`config.mk`:
```
export PLATFORM = sky130hd
export DESIGN_NAME = link_route_table_core
export DESIGN_NICKNAME = d
export VERILOG_FILES = /design/src/rtl/core/lrt_pkg.sv /design/src/rtl/core/lrt_datapath.sv /design/src/rtl/core/lrt_ctrl.sv /design/src/rtl/core/link_route_table_core.sv
export SDC_FILE = /design/constraint.sdc
export NUM_CORES = 2
export LEC_CHECK = 0
export BUFFER_PORTS_ARGS = -buffer_cell sky130_fd_sc_hd__buf_2
export CORE_MARGIN = 5
export CORE_UTILIZATION = 40
export DETAILED_ROUTE_END_ITERATION = 12
export PLACE_DENSITY = 0.65
export REMOVE_ABC_BUFFERS = 1
export SLEW_MARGIN = 0
export SYNTH_ARGS = -nofsm -noshare
export SYNTH_HDL_FRONTEND = slang
export SYNTH_SLANG_ARGS = --single-unit
```
`constraint.sdc`:
```
create_clock -name i_clk -period 25.4 [get_ports i_clk]
set_clock_uncertainty 0.2 [all_clocks]
set_input_delay 6.35 -clock i_clk [delete_from_list [all_inputs] [get_ports i_clk]]
set_output_delay 6.35 -clock i_clk [all_outputs]
set_load 0.05 [all_outputs]
```
`src/rtl/core/lrt_pkg.sv`:
```
`default_nettype none
package lrt_pkg;
    localparam int MaxLinksDef   = 16;
    localparam int PathBitsDef   = 32;
    localparam int ValueBitsDef  = 32;
    localparam int AllLinksIdDef = 255;

    localparam logic [1:0] CMD_SET    = 2'd0;
    localparam logic [1:0] CMD_CLEAR  = 2'd1;
    localparam logic [1:0] CMD_DELIV  = 2'd2;
    localparam logic [1:0] CMD_UNUSED = 2'd3;

    localparam logic [1:0] ST_OK   = 2'd0;
    localparam logic [1:0] ST_BAD  = 2'd1;
    localparam logic [1:0] ST_BUSY = 2'd2;
    localparam logic [1:0] ST_FULL = 2'd3;

    localparam logic [1:0] OP_NONE  = 2'd0;
    localparam logic [1:0] OP_WRITE = 2'd1;
    localparam logic [1:0] OP_SHIFT = 2'd2;
    localparam logic [1:0] OP_RESET = 2'd3;

    typedef struct packed {
        logic       load;
        logic       rd_en;
        logic [5:0] rd_idx;
        logic [1:0] op;
        logic [5:0] wr_idx;
    } t_cmd;

    typedef struct packed {
        logic       id_hit;
        logic       src_hit;
        logic       dst_hit;
        logic [6:0] count;
    } t_stat;
endpackage
`default_nettype wire

```
`src/rtl/core/lrt_datapath.sv`:
```
`default_nettype none
module lrt_datapath
    import lrt_pkg::*;
#(
    parameter int MAX_LINKS = MaxLinksDef,
    parameter int PATH_BITS = PathBitsDef
) (
    input  wire logic                 i_clk,
    input  wire logic                 i_rst_n,
    input  wire t_cmd                 i_cmd,
    input  wire logic [7:0]           i_link_id,
    input  wire logic [PATH_BITS+23:0] i_src,
    input  wire logic [PATH_BITS+23:0] i_dst,
    output t_stat                     o_stat,
    output logic [PATH_BITS+23:0]     o_rd_dst
);
    localparam int RW = PATH_BITS + 24;
    localparam int IW = $clog2(MAX_LINKS + 1);
    localparam int AW = (MAX_LINKS > 1) ? $clog2(MAX_LINKS) : 1;

    logic [7:0]    mem_id  [MAX_LINKS];
    logic [RW-1:0] mem_src [MAX_LINKS];
    logic [RW-1:0] mem_dst [MAX_LINKS];

    logic [7:0]    r_id;
    logic [RW-1:0] r_src, r_dst;
    logic [IW-1:0] r_count, n_count;
    logic [7:0]    r_rd_id;
    logic [RW-1:0] r_rd_src, r_rd_dst;
    logic [IW-1:0] ri, wi;
    logic [AW-1:0] ra, wa;

    assign ri = i_cmd.rd_idx[IW-1:0];
    assign wi = i_cmd.wr_idx[IW-1:0];
    assign ra = ri[AW-1:0];
    assign wa = wi[AW-1:0];

    always_ff @(posedge i_clk) begin
        if (i_cmd.load) begin
            r_id  <= i_link_id;
            r_src <= i_src;
            r_dst <= i_dst;
        end
        if (i_cmd.rd_en && ri < IW'(MAX_LINKS)) begin
            r_rd_id  <= mem_id[ra];
            r_rd_src <= mem_src[ra];
            r_rd_dst <= mem_dst[ra];
        end
        if (i_cmd.op == OP_WRITE && wi < IW'(MAX_LINKS)) begin
            mem_id[wa]  <= r_id;
            mem_src[wa] <= r_src;
            mem_dst[wa] <= r_dst;
        end else if (i_cmd.op == OP_SHIFT && wi < IW'(MAX_LINKS)) begin
            mem_id[wa]  <= r_rd_id;
            mem_src[wa] <= r_rd_src;
            mem_dst[wa] <= r_rd_dst;
        end
    end

    always_comb begin
        n_count = r_count;
        case (i_cmd.op)
            OP_WRITE: if (wi == r_count) n_count = r_count + 1'b1;
            OP_SHIFT: n_count = r_count;
            OP_RESET: n_count = '0;
            default:  n_count = r_count;
        endcase
        if (i_cmd.op == OP_RESET && i_cmd.wr_idx[0]) n_count = r_count - 1'b1;
    end

    always_ff @(posedge i_clk) begin
        if (!i_rst_n) begin
            r_count <= '0;
        end else begin
            r_count <= n_count;
        end
    end

    assign o_stat.id_hit  = (r_rd_id == r_id);
    assign o_stat.src_hit = (r_rd_src == r_src);
    assign o_stat.dst_hit = (r_rd_dst == r_dst);
    assign o_stat.count   = 7'(r_count);
    assign o_rd_dst       = r_rd_dst;
endmodule
`default_nettype wire

```
`src/rtl/core/lrt_ctrl.sv`:
```
`default_nettype none
module lrt_ctrl
    import lrt_pkg::*;
#(
    parameter int MAX_LINKS    = MaxLinksDef,
    parameter int ALL_LINKS_ID = AllLinksIdDef
) (
    input  wire logic       i_clk,
    input  wire logic       i_rst_n,
    input  wire logic       i_valid,
    output logic            o_stall,
    input  wire logic [1:0] i_cmd,
    input  wire logic [7:0] i_link_id,
    output t_cmd            o_cmd,
    input  wire t_stat      i_stat,
    output logic            o_emit,
    output logic            o_kind,
    output logic [1:0]      o_status,
    output logic [4:0]      o_fired,
    input  wire logic       i_out_busy
);
    localparam logic [2:0] S_IDLE = 3'd0;
    localparam logic [2:0] S_SCAN = 3'd1;
    localparam logic [2:0] S_CHK  = 3'd2;
    localparam logic [2:0] S_SHFT = 3'd3;
    localparam logic [2:0] S_DONE = 3'd4;
    localparam logic [2:0] S_DLV  = 3'd5;

    logic [2:0] r_state, n_state;
    logic [1:0] r_op, n_op;
    logic [6:0] r_i, n_i;
    logic [6:0] r_hit, n_hit;
    logic       r_found, n_found;
    logic       r_busy, n_busy;
    logic [1:0] r_st, n_st;
    logic [4:0] r_fired, n_fired;
    logic [6:0] cnt, prev;
    logic       acc;

    assign cnt     = i_stat.count;
    assign prev    = r_i - 7'd1;
    assign o_stall = (r_state != S_IDLE);
    assign acc     = i_valid && !o_stall;

    always_comb begin
        n_state = r_state; n_op = r_op; n_i = r_i; n_hit = r_hit;
        n_found = r_found; n_busy = r_busy; n_st = r_st; n_fired = r_fired;
        o_cmd = '0; o_emit = 1'b0; o_kind = 1'b0; o_status = r_st; o_fired = '0;
        case (r_state)
            S_IDLE: begin
                o_cmd.load = acc; o_cmd.rd_en = acc;
                if (acc) begin
                    n_op = i_cmd; n_i = 7'd1; n_found = 1'b0; n_busy = 1'b0;
                    n_fired = '0; n_st = ST_OK;
                    if (i_cmd == CMD_SET && i_link_id >= 8'(MAX_LINKS)) begin
                        n_st = ST_BAD; n_state = S_DONE;
                    end else if (i_cmd == CMD_UNUSED) begin
                        n_st = ST_BAD; n_state = S_DONE;
                    end else if (i_cmd == CMD_CLEAR && i_link_id == 8'(ALL_LINKS_ID)) begin
                        o_cmd.op = OP_RESET; n_state = S_DONE;
                    end else begin
                        n_state = S_SCAN;
                    end
                end
            end
            S_SCAN: begin
                if (prev >= cnt) begin
                    n_state = S_CHK;
                end else begin
                    if (r_op == CMD_DELIV && i_stat.src_hit) begin
                        o_emit = 1'b1; o_kind = 1'b1;
                    end
                    if (!(o_emit && i_out_busy)) begin
                        if (r_op == CMD_DELIV && i_stat.src_hit) n_fired = r_fired + 5'd1;
                        if (i_stat.id_hit && !r_found) begin
                            n_found = 1'b1; n_hit = prev;
                        end
                        if (r_op == CMD_SET && !i_stat.id_hit && i_stat.dst_hit)
                            n_busy = 1'b1;
                        o_cmd.rd_en = 1'b1; o_cmd.rd_idx = 6'(r_i); n_i = r_i + 7'd1;
                    end
                end
            end
            S_CHK: begin
                n_state = S_DONE;
                case (r_op)
                    CMD_SET: begin
                        if (r_busy) n_st = ST_BUSY;
                        else if (r_found) begin
                            o_cmd.op = OP_WRITE; o_cmd.wr_idx = 6'(r_hit);
                        end else if (cnt >= 7'(MAX_LINKS)) n_st = ST_FULL;
                        else begin
                            o_cmd.op = OP_WRITE; o_cmd.wr_idx = 6'(cnt);
                        end
                    end
                    CMD_CLEAR: begin
                        if (!r_found) n_st = ST_FULL;
                        else begin
                            n_i = r_hit + 7'd1; o_cmd.rd_en = 1'b1;
                            o_cmd.rd_idx = 6'(r_hit + 7'd1); n_state = S_SHFT;
                        end
                    end
                    default: n_fired = r_fired;
                endcase
            end
            S_SHFT: begin
                if (r_i >= cnt) begin
                    o_cmd.op = OP_RESET; o_cmd.wr_idx = 6'd1; n_state = S_DONE;
                end else begin
                    o_cmd.op = OP_SHIFT; o_cmd.wr_idx = 6'(prev);
                    o_cmd.rd_en = 1'b1; o_cmd.rd_idx = 6'(r_i + 7'd1); n_i = r_i + 7'd1;
                end
            end
            S_DONE: begin
                o_emit = 1'b1; o_fired = r_fired;
                if (!i_out_busy) n_state = S_IDLE;
            end
            default: n_state = S_IDLE;
        endcase
    end

    always_ff @(posedge i_clk) begin
        if (!i_rst_n) begin
            r_state <= S_IDLE; r_op <= '0; r_i <= '0; r_hit <= '0;
            r_found <= 1'b0; r_busy <= 1'b0; r_st <= '0; r_fired <= '0;
        end else begin
            r_state <= n_state; r_op <= n_op; r_i <= n_i; r_hit <= n_hit;
            r_found <= n_found; r_busy <= n_busy; r_st <= n_st; r_fired <= n_fired;
        end
    end
endmodule
`default_nettype wire

```
`src/rtl/core/link_route_table_core.sv`:
```
`default_nettype none
// Link route table: holds up to MAX_LINKS links (id, source, destination)
// in insertion order.
// Input channel: i_valid/o_stall with one command word (set, clear,
// deliver). Output channel: o_valid/i_stall; each command yields one
// final word (kind 0, last 1) after any delivery words (kind 1).
// Operation: a command scans the table one entry per cycle through the
// entry memory read port, holding while the receiver stalls a delivery
// word; a clear that finds its id then moves each later entry down one
// place. A set with a bad id, the unused command and clear-all skip the
// scan. The final word appears on o_valid in the same cycle that the
// next command can be accepted.
// One command is in work at a time; o_stall is high until its final word
// has been loaded into the output register.
// A delivery word sits in the output register; while the receiver
// stalls the scan holds at that entry, and the final word holds the
// controller until it can be loaded.
// Reset empties the table at once; entry contents are not cleared.
module link_route_table_core
    import lrt_pkg::*;
#(
    parameter int MAX_LINKS    = MaxLinksDef,
    parameter int PATH_BITS    = PathBitsDef,
    parameter int VALUE_BITS   = ValueBitsDef,
    parameter int ALL_LINKS_ID = AllLinksIdDef
) (
    input  wire logic        i_clk,
    input  wire logic        i_rst_n,
    input  wire logic        i_valid,
    output logic             o_stall,
    input  wire logic [1:0]  i_cmd,
    input  wire logic [7:0]  i_link_id,
    input  wire logic [31:0] i_src_path,
    input  wire logic [7:0]  i_src_class,
    input  wire logic [7:0]  i_src_instance,
    input  wire logic [7:0]  i_src_port,
    input  wire logic [31:0] i_dst_path,
    input  wire logic [7:0]  i_dst_class,
    input  wire logic [7:0]  i_dst_instance,
    input  wire logic [7:0]  i_dst_port,
    input  wire logic [31:0] i_payload,
    output logic             o_valid,
    input  wire logic        i_stall,
    output logic             o_kind,
    output logic [1:0]       o_status,
    output logic [31:0]      o_out_path,
    output logic [7:0]       o_out_class,
    output logic [7:0]       o_out_instance,
    output logic [7:0]       o_out_port,
    output logic [31:0]      o_out_value,
    output logic [4:0]       o_fired,
    output logic             o_last
);
    localparam int RW = PATH_BITS + 24;

    t_cmd  cmd;
    t_stat stat;
    logic [RW-1:0] src, dst, rd_dst;
    logic emit, kind, busy;
    logic [1:0] st;
    logic [4:0] fired;
    logic [VALUE_BITS-1:0] r_value;
    logic [63:0] pw_s, pw_d, pw_r, vw;

    assign pw_s = 64'(i_src_path);
    assign pw_d = 64'(i_dst_path);
    assign src  = {pw_s[PATH_BITS-1:0], i_src_class, i_src_instance, i_src_port};
    assign dst  = {pw_d[PATH_BITS-1:0], i_dst_class, i_dst_instance, i_dst_port};
    assign busy = o_valid && i_stall;

    always_ff @(posedge i_clk) begin
        if (!o_stall && i_valid) r_value <= VALUE_BITS'(64'(i_payload));
    end

    lrt_datapath #(.MAX_LINKS(MAX_LINKS), .PATH_BITS(PATH_BITS)) u_dp (
        .i_clk(i_clk), .i_rst_n(i_rst_n), .i_cmd(cmd), .i_link_id(i_link_id),
        .i_src(src), .i_dst(dst), .o_stat(stat), .o_rd_dst(rd_dst)
    );

    lrt_ctrl #(.MAX_LINKS(MAX_LINKS), .ALL_LINKS_ID(ALL_LINKS_ID)) u_ctrl (
        .i_clk(i_clk), .i_rst_n(i_rst_n), .i_valid(i_valid), .o_stall(o_stall),
        .i_cmd(i_cmd), .i_link_id(i_link_id), .o_cmd(cmd), .i_stat(stat),
        .o_emit(emit), .o_kind(kind), .o_status(st), .o_fired(fired),
        .i_out_busy(busy)
    );

    assign pw_r = 64'(rd_dst[RW-1:24]);
    assign vw   = 64'(r_value);

    always_ff @(posedge i_clk) begin
        if (!i_rst_n) begin
            o_valid <= 1'b0;
        end else if (!busy) begin
            o_valid <= emit;
        end
    end

    always_ff @(posedge i_clk) begin
        if (!busy && emit) begin
            o_kind         <= kind;
            o_status       <= kind ? ST_OK : st;
            o_out_path     <= kind ? pw_r[31:0] : '0;
            o_out_class    <= kind ? rd_dst[23:16] : '0;
            o_out_instance <= kind ? rd_dst[15:8] : '0;
            o_out_port     <= kind ? rd_dst[7:0] : '0;
            o_out_value    <= kind ? vw[31:0] : '0;
            o_fired        <= kind ? 5'd0 : fired;
            o_last         <= !kind;
        end
    end

`ifndef NO_ASSERTIONS
    a_last_kind: assert property (@(posedge i_clk) disable iff (!i_rst_n)
        o_valid |-> (o_last != o_kind)) else $error("last and kind disagree");
    a_count_max: assert property (@(posedge i_clk) disable iff (!i_rst_n)
        stat.count <= 7'(MAX_LINKS)) else $error("entry count overflow");
    a_deliv_zero: assert property (@(posedge i_clk) disable iff (!i_rst_n)
        (o_valid && o_kind) |-> (o_status == ST_OK && o_fired == 5'd0))
        else $error("delivery word fields");
`endif
endmodule
`default_nettype wire
```
# ---- Word-level counts from Yosys, hierarchy flattened
# Memory sizes are Yosys's and may differ from the RTL's. A register that Yosys moved wholly into a read port is not among the register bits.
# Index checks and enable logic that the tools add are counted.
dict set report totals {
  reg_bits 283
  mem_bits_rw 1920
  inputBits 158
  output_inout_bits 99
  word_cells 191
  n_memories 3
}
dict set report op_classes {
  addsub 6
  order_cmp 6
  eq_ne 33
  n_mux 77
  bitwise_logic 6
  reduce_logical 37
}
# name words width read_ports rd_clocked_by_memory_dff wr line
set memory_table {}
lappend memory_table {u_dp.mem_dst 16 56 1 1 1 lrt_datapath.sv:23} ;# logic [RW-1:0] mem_dst [MAX_LINKS];
lappend memory_table {u_dp.mem_src 16 56 1 1 1 lrt_datapath.sv:22} ;# logic [RW-1:0] mem_src [MAX_LINKS];
lappend memory_table {u_dp.mem_id 16 8 1 1 1 lrt_datapath.sv:21} ;# logic [7:0] mem_id [MAX_LINKS];
# operator n
set ops {}
lappend ops {{equality test 56 bit} 2}
lappend ops {{2-to-1 mux 56 bit} 2}
lappend ops {{2-to-1 mux 7 bit} 13}
lappend ops {{2-to-1 mux 8 bit} 4}
lappend ops {{2-to-1 mux 5 bit} 6}
lappend ops {{case mux 5 bit (2 select lines)} 3}
lappend ops {{case mux 7 bit (4 select lines)} 1}
lappend ops {{2-to-1 mux 3 bit} 9}
lappend ops {{2-to-1 mux 1 bit} 20}
lappend ops {{2-to-1 mux 2 bit} 10}
lappend ops {{case mux 3 bit (5 select lines)} 1}
lappend ops {{case mux 5 bit (3 select lines)} 1}
lappend ops {{AND reduction 5 bit} 3}
lappend ops {{adder 7 x 1 -> 7 bit, second input constant} 2}
lappend ops {{>= comparator 7 x 5 -> 1 bit} 2}
lappend ops {{logical AND 1 bit} 14}
lappend ops {{!= test 2 x 1 -> 1 bit, second input constant} 7}
lappend ops {{adder 5 x 1 -> 5 bit, second input constant} 2}
lappend ops {{< comparator 5 bit, second input constant} 2}
lappend ops {{!= test 2 bit, second input constant} 5}
lappend ops {{equality test 2 bit, second input constant} 4}
lappend ops {{equality test 8 bit} 1}
lappend ops {{equality test 8 bit, second input constant} 1}
lappend ops {{>= comparator 8 x 5 -> 1 bit, second input constant} 1}
lappend ops {{other kinds (29)} 49}

# ---- Logic depth before layout (Yosys ltp)
dict set report depth {
  word_depth 13
  depth_mapped 19
  ltp_nobuf 14
}

# ---- Hierarchy
# A second synthesis with hierarchy kept.
dict set report unflattened {
  hier_cells 3854
  area_unflattened_um2 89454.5
}
# module instances cells_per_inst area_per_inst_um2 seq_area_each_um2
set modules_own_cells {}
lappend modules_own_cells {lrt_datapath 1 3283 82455.3 64962.3}
lappend modules_own_cells {link_route_table_core 1 240 4599.4 3893.7}
lappend modules_own_cells {lrt_ctrl 1 331 2399.8 560.5}

# ---- Least setup slack after synthesis
# Ideal clock, no wire load.
dict set report synth_timing {
  path_kind {in2reg}
  startpoint {input i_stall}
  endpoint {register o_fired[0], enable pin}
  setup_ns 0.672
  t_arrival_ns 13.112
  required_time_ns 24.528
  setup_slack_ns 11.416
  cell_stages 2
  n_path_buf 0
  path_cell_list {and2_1 > nor3_1}
}
dict set report synth_between {
  elab_chain_cells 3
}
# item line
set synth_lines {}
lappend synth_lines {{start: declaration} link_route_table_core.sv:43} ;# input wire logic i_stall,
lappend synth_lines {{logical AND 1 bit} link_route_table_core.sv:69} ;# assign busy = o_valid && i_stall;
lappend synth_lines {{logical NOT 1 bit} n/a}
lappend synth_lines {{logical AND 1 bit} link_route_table_core.sv:99} ;# if (!busy && emit) begin
lappend synth_lines {{end signal: assignment} link_route_table_core.sv:107} ;# o_fired <= kind ? 5'd0 : fired;
lappend synth_lines {{end: declaration} link_route_table_core.sv:51} ;# output logic [4:0] o_fired,
# Every way passes these cells.
# A chain may end at the register's enable or synchronous reset.

# ---- Worst setup path after layout
dict set report layout_timing {
  startpoint {input i_stall}
  endpoint {register u_dp.r_rd_src[13] (read register of u_dp.mem_src) (data pin)}
}
dict set report layout_between {
  elab_chain_cells 7
  elab_cells_between_ends 8
  classes_between {1 x order compare; 4 x mux; 3 x reduce/logical}
}
# item line
set layout_lines {}
lappend layout_lines {{logical AND 1 bit *} link_route_table_core.sv:69}
lappend layout_lines {{logical AND 1 bit *} lrt_ctrl.sv:73} ;# if (!(o_emit && i_out_busy)) begin
lappend layout_lines {{2-to-1 mux 7 bit *} lrt_ctrl.sv:73}
lappend layout_lines {{2-to-1 mux 7 bit *} lrt_ctrl.sv:67} ;# if (prev >= cnt) begin
lappend layout_lines {{case mux 5 bit (3 select lines)} lrt_ctrl.sv:49} ;# case (r_state)
lappend layout_lines {{< comparator 5 bit} lrt_datapath.sv:44} ;# if (i_cmd.rd_en && ri < IW'(MAX_LINKS)) begin
lappend layout_lines {{logical AND 1 bit} lrt_datapath.sv:44}
lappend layout_lines {{end: declaration} lrt_datapath.sv:29} ;# logic [RW-1:0] r_rd_src, r_rd_dst;
# Mark *: on every way between the ends. The rest lies on a longest branch, timed or not.

==> flow_summary.ini <==
[worst_setup_path]
crit_path_start = i_stall
reg2reg_from = u_ctrl.r_i[0]$_SDFFE_PN0P_
crit_type = in -> reg
r2r_slack_ns = 17.78
crit_chain = buf_2 > and2_1 > nand4_1 > or2_1 > a211o_4 > buf_12 > buf_4 > buf_4 > nand2_1 > a32oi_1 > nand4_1 > o221ai_1
critPathMaxStageDelay_ns = 0.96
slowest_stage = buf_4
crit_cells = 12
required_ns = 25.85
cp-end-kind = flip-flop
critPathTopFamily = buffers and inverters
endpoint = u_dp.r_rd_src[13]$_DFFE_PP_
cp-start-kind = primary input
rr_endpoint = u_dp.r_rd_src[13]$_DFFE_PP_
rr_worst_depth = 16
path_max_fanout = 202
path_buf_inv = 4
cp.arrival_ns = 11.52

[routing]
first_pass_iters = 8
drt_iter0_markers = 7040
routedWlPerCell_um = 24.6
drt-total-wl_mm = 245
ant_nets = 0
drc = 0
viasPerCell = 5.63
dr_total_vias = 56100

[global_routing]
grt_pass1_wl_mm = 355
grt_max_degree = 210
grt-ovfl-total = 0
grt_pass1_vias = 53100
grt_usage_pct = 19.9
antenna_found_initial = 15

[floorplanning]
die_y_um = 488
initial_core_util_pct = 40.2
io_pins = 257
die_area_um2 = 238000
coreArea_um2 = 227000
die_w_um = 488
rows = 175

[sta]
period_minus_slack_ns = 11.07
slew_violations = 0
holdWs_ns = 0.268
worst_pin_slew_ns = 1.15
finalCritPeriodShare_pct = 43.6
hold_viol = 0
grt_setup_unrepaired = no
setup_viol_count_final = 0
max_freq_ghz = 0.0903
maxSlewHeadroom_pct = 22.6

[place]
post-dp-hpwl_mm = 120
place_congestion = 0.840
portBuffers = 256
dp.cells = 9557

[logic_synthesis]
synth-seq-cells = 2323
synth_warnings = 0
synth_flop_cell = edfxtp_1
yosys.area.top_type_share_pct = 75.1
synth.avg_cell_area_um2 = 13.9
synth_area_leaders = edfxtp_1 75%, nand2_1 8.0%, a21oi_1 2.7%
synth_area_um2 = 91500
async_flop_share_pct = 0
ys_seq_area_share_pct = 75.9
syn_inst = 6586
synth_edf_count = 2289
synth.largest_area_cell = edfxtp_1
netlist-cell-type-count = 75

[cells_and_area]
drive_gt1_share_pct = 12.0
fin_cells = 9961
fin_nets = 6941
area_delta_synth_final_pct = 12.6

[clocking]
htree_levels = 4
cts_tree = yes
cts_root_buf = clkbuf_16
cts_resized = 0
clkSlewWorstSetupHoldPaths_ns = 0.06
clk_latency_ns = 0.85
post_cts_buffers = 0
clock_path_buffers = 3
clock-sinks = 2323
cts_hold_buf = 0
cts_made_buffers = 217

[status]
status = finished, final reports clean

[min_path]
hp-class = reg -> reg

[pwr]
total_leakage_power_nw = 35.9
p_per_area_nw_per_um2 = 76.4
ir_worst_vdd_mv = 0.0687

[flow_run]
max_cap_viol_count = 0
sequential cells by signal, summed over array words and instances (netlist names), 32 cells and up:
register / count
u_dp.r_dst: 56
u_dp.mem_id: 128
o_out_path: 32
u_dp.o_rd_dst: 56
u_dp.r_src: 56
r_value: 32
u_dp.r_rd_src: 56
u_dp.mem_src: 896
o_out_value: 32
u_dp.mem_dst: 896
worst min path at each step:
stage / from / depth (start not counted) / to
floorplan: u_ctrl.o_status[1]$_SDFFE_PN0P_ / 2 / u_ctrl.o_status[1]$_SDFFE_PN0P_
global placement: u_ctrl.o_status[1]$_SDFFE_PN0P_ / 2 / u_ctrl.o_status[1]$_SDFFE_PN0P_
detailed placement: u_ctrl.o_status[1]$_SDFFE_PN0P_ / 2 / u_ctrl.o_status[1]$_SDFFE_PN0P_
CTS: u_ctrl.o_status[1]$_SDFFE_PN0P_ / 2 / u_ctrl.o_status[1]$_SDFFE_PN0P_
global route: u_ctrl.r_hit[6]$_SDFFE_PN0P_ / 1 / u_ctrl.r_hit[6]$_SDFFE_PN0P_
finish: u_ctrl.o_status[1]$_SDFFE_PN0P_ / 2 / u_ctrl.o_status[1]$_SDFFE_PN0P_
Yosys cell counts (6+ instances only):
library cell	count
edfxtp_1	2289
nand2_1	1949
a21oi_1	500
nand3_1	262
clkbuf_1	201
buf_2	142
nand4_1	136
mux2i_1	130
a32oi_1	125
o221ai_1	116
mux2_2	112
and3_1	90
nor2_1	67
xnor2_1	64
xor2_1	52
buf_1	37
inv_1	35
dfxtp_1	34
o21ai_0	25
nand2b_1	21
nor3_1	19
nor4_1	17
ha_1	16
and2_1	15
o22ai_1	11
a221oi_1	10
a211oi_1	8
buf_4	6
o2111ai_1	6
cell usage in the layout (no fill, tap or decap), drive strengths merged, types with 3 or more instances in the layout:
cell type  instances
and2              15
ha                16
clkinvlp          12
o311ai             4
o31ai              5
bufinv            23
xor2              52
o2111ai            6
dfxtp             34
nor4              21
nor2              70
inv               43
a22oi              3
nor3              19
diode              3
a221oi            10
nand2b            21
nand2           1950
and3              90
xnor2             64
edfxtp          2289
nor2b              4
mux2i            130
o32ai              3
nand4            136
a32oi            125
or2                7
a21oi            501
nor3b              3
o221ai           116
mux2             112
a31oi              5
o22ai             11
clkbuf           252
nand3            262
a21o               5
o21ai             29
clkinv           108
buf              352
a211oi            10
layout make-up:
| type | count | area [um2] |
|---|---|---|
| clock inverters | 149 | 1420 |
| clock buffers | 252 | 5610 |
| multi-input cells | 3836 | 20500 |
| fillers | 19900 | 124000 |
| diodes | 3 | 7.51 |
| flip-flops and latches | 2323 | 69400 |
| repair buffers | 352 | 2190 |
| well taps | 3009 | 3760 |
| inverters | 37 | 146 |
through the flow:
stage | power, mW | TNS (ns) | util, % | area, um2 | setup WS [ns]
after CTS | 7.92 | 0 | 45.3 | 103000 | 14.59
after floorplan | 4.60 | -1762.45 | - | 89800 | -14.93
after detailed placement | 4.72 | 0 | 42.2 | 96000 | 13.67
after global routing | 8.10 | 0 | 45.3 | 103000 | 14.07
final | 7.87 | 0 | 45.3 | 103000 | 14.33
after global placement | 4.71 | 0 | 42.2 | 96000 | 13.80
worst register-to-register path, cell delays in order, from the launching register on:
cell and delay, ns:
dfxtp_1 0.63, inv_1 0.25, ha_1 0.48, inv_1 0.07
ha_1 0.26, a21boi_0 0.12, o21ai_0 0.16, a21oi_1 0.15
nor3_1 0.53, a211o_4 0.89, buf_12 0.74, buf_4 1.25
buf_4 1.01, nand2_1 0.16, a32oi_1 0.23, nand4_1 0.13
o221ai_1 0.15
kinds of logic after synthesis:
kind of cell	synth area share, %
adder cells (fa/ha/maj)	0.219
multiplexers	2.80
AND/OR/NAND/NOR	12.0
XOR/XNOR	1.11
flip-flops	75.9
buffers and inverters	2.00
AO/OA/AOI/OAI	5.96
where the power goes:
group          switching, mW  total (mW)  internal [mW]
Sequential            0.0489        4.36           4.31
Combinational          0.205       0.275         0.0697
Clock                   1.42        3.24           1.82
Total                   1.67        7.87           6.20
metal layers:
metal	vias to the layer above	routed length (um)	GRT usage (%)	part of all wire, %
met5	-	7	0	0.0029
met4	2	5430	4.71	2.2
met3	400	24700	3.94	10
met2	2893	112000	30.9	46
met1	28100	102000	28.9	42
li1	24700	-	-	-
(Power assumes the default switching activity.)
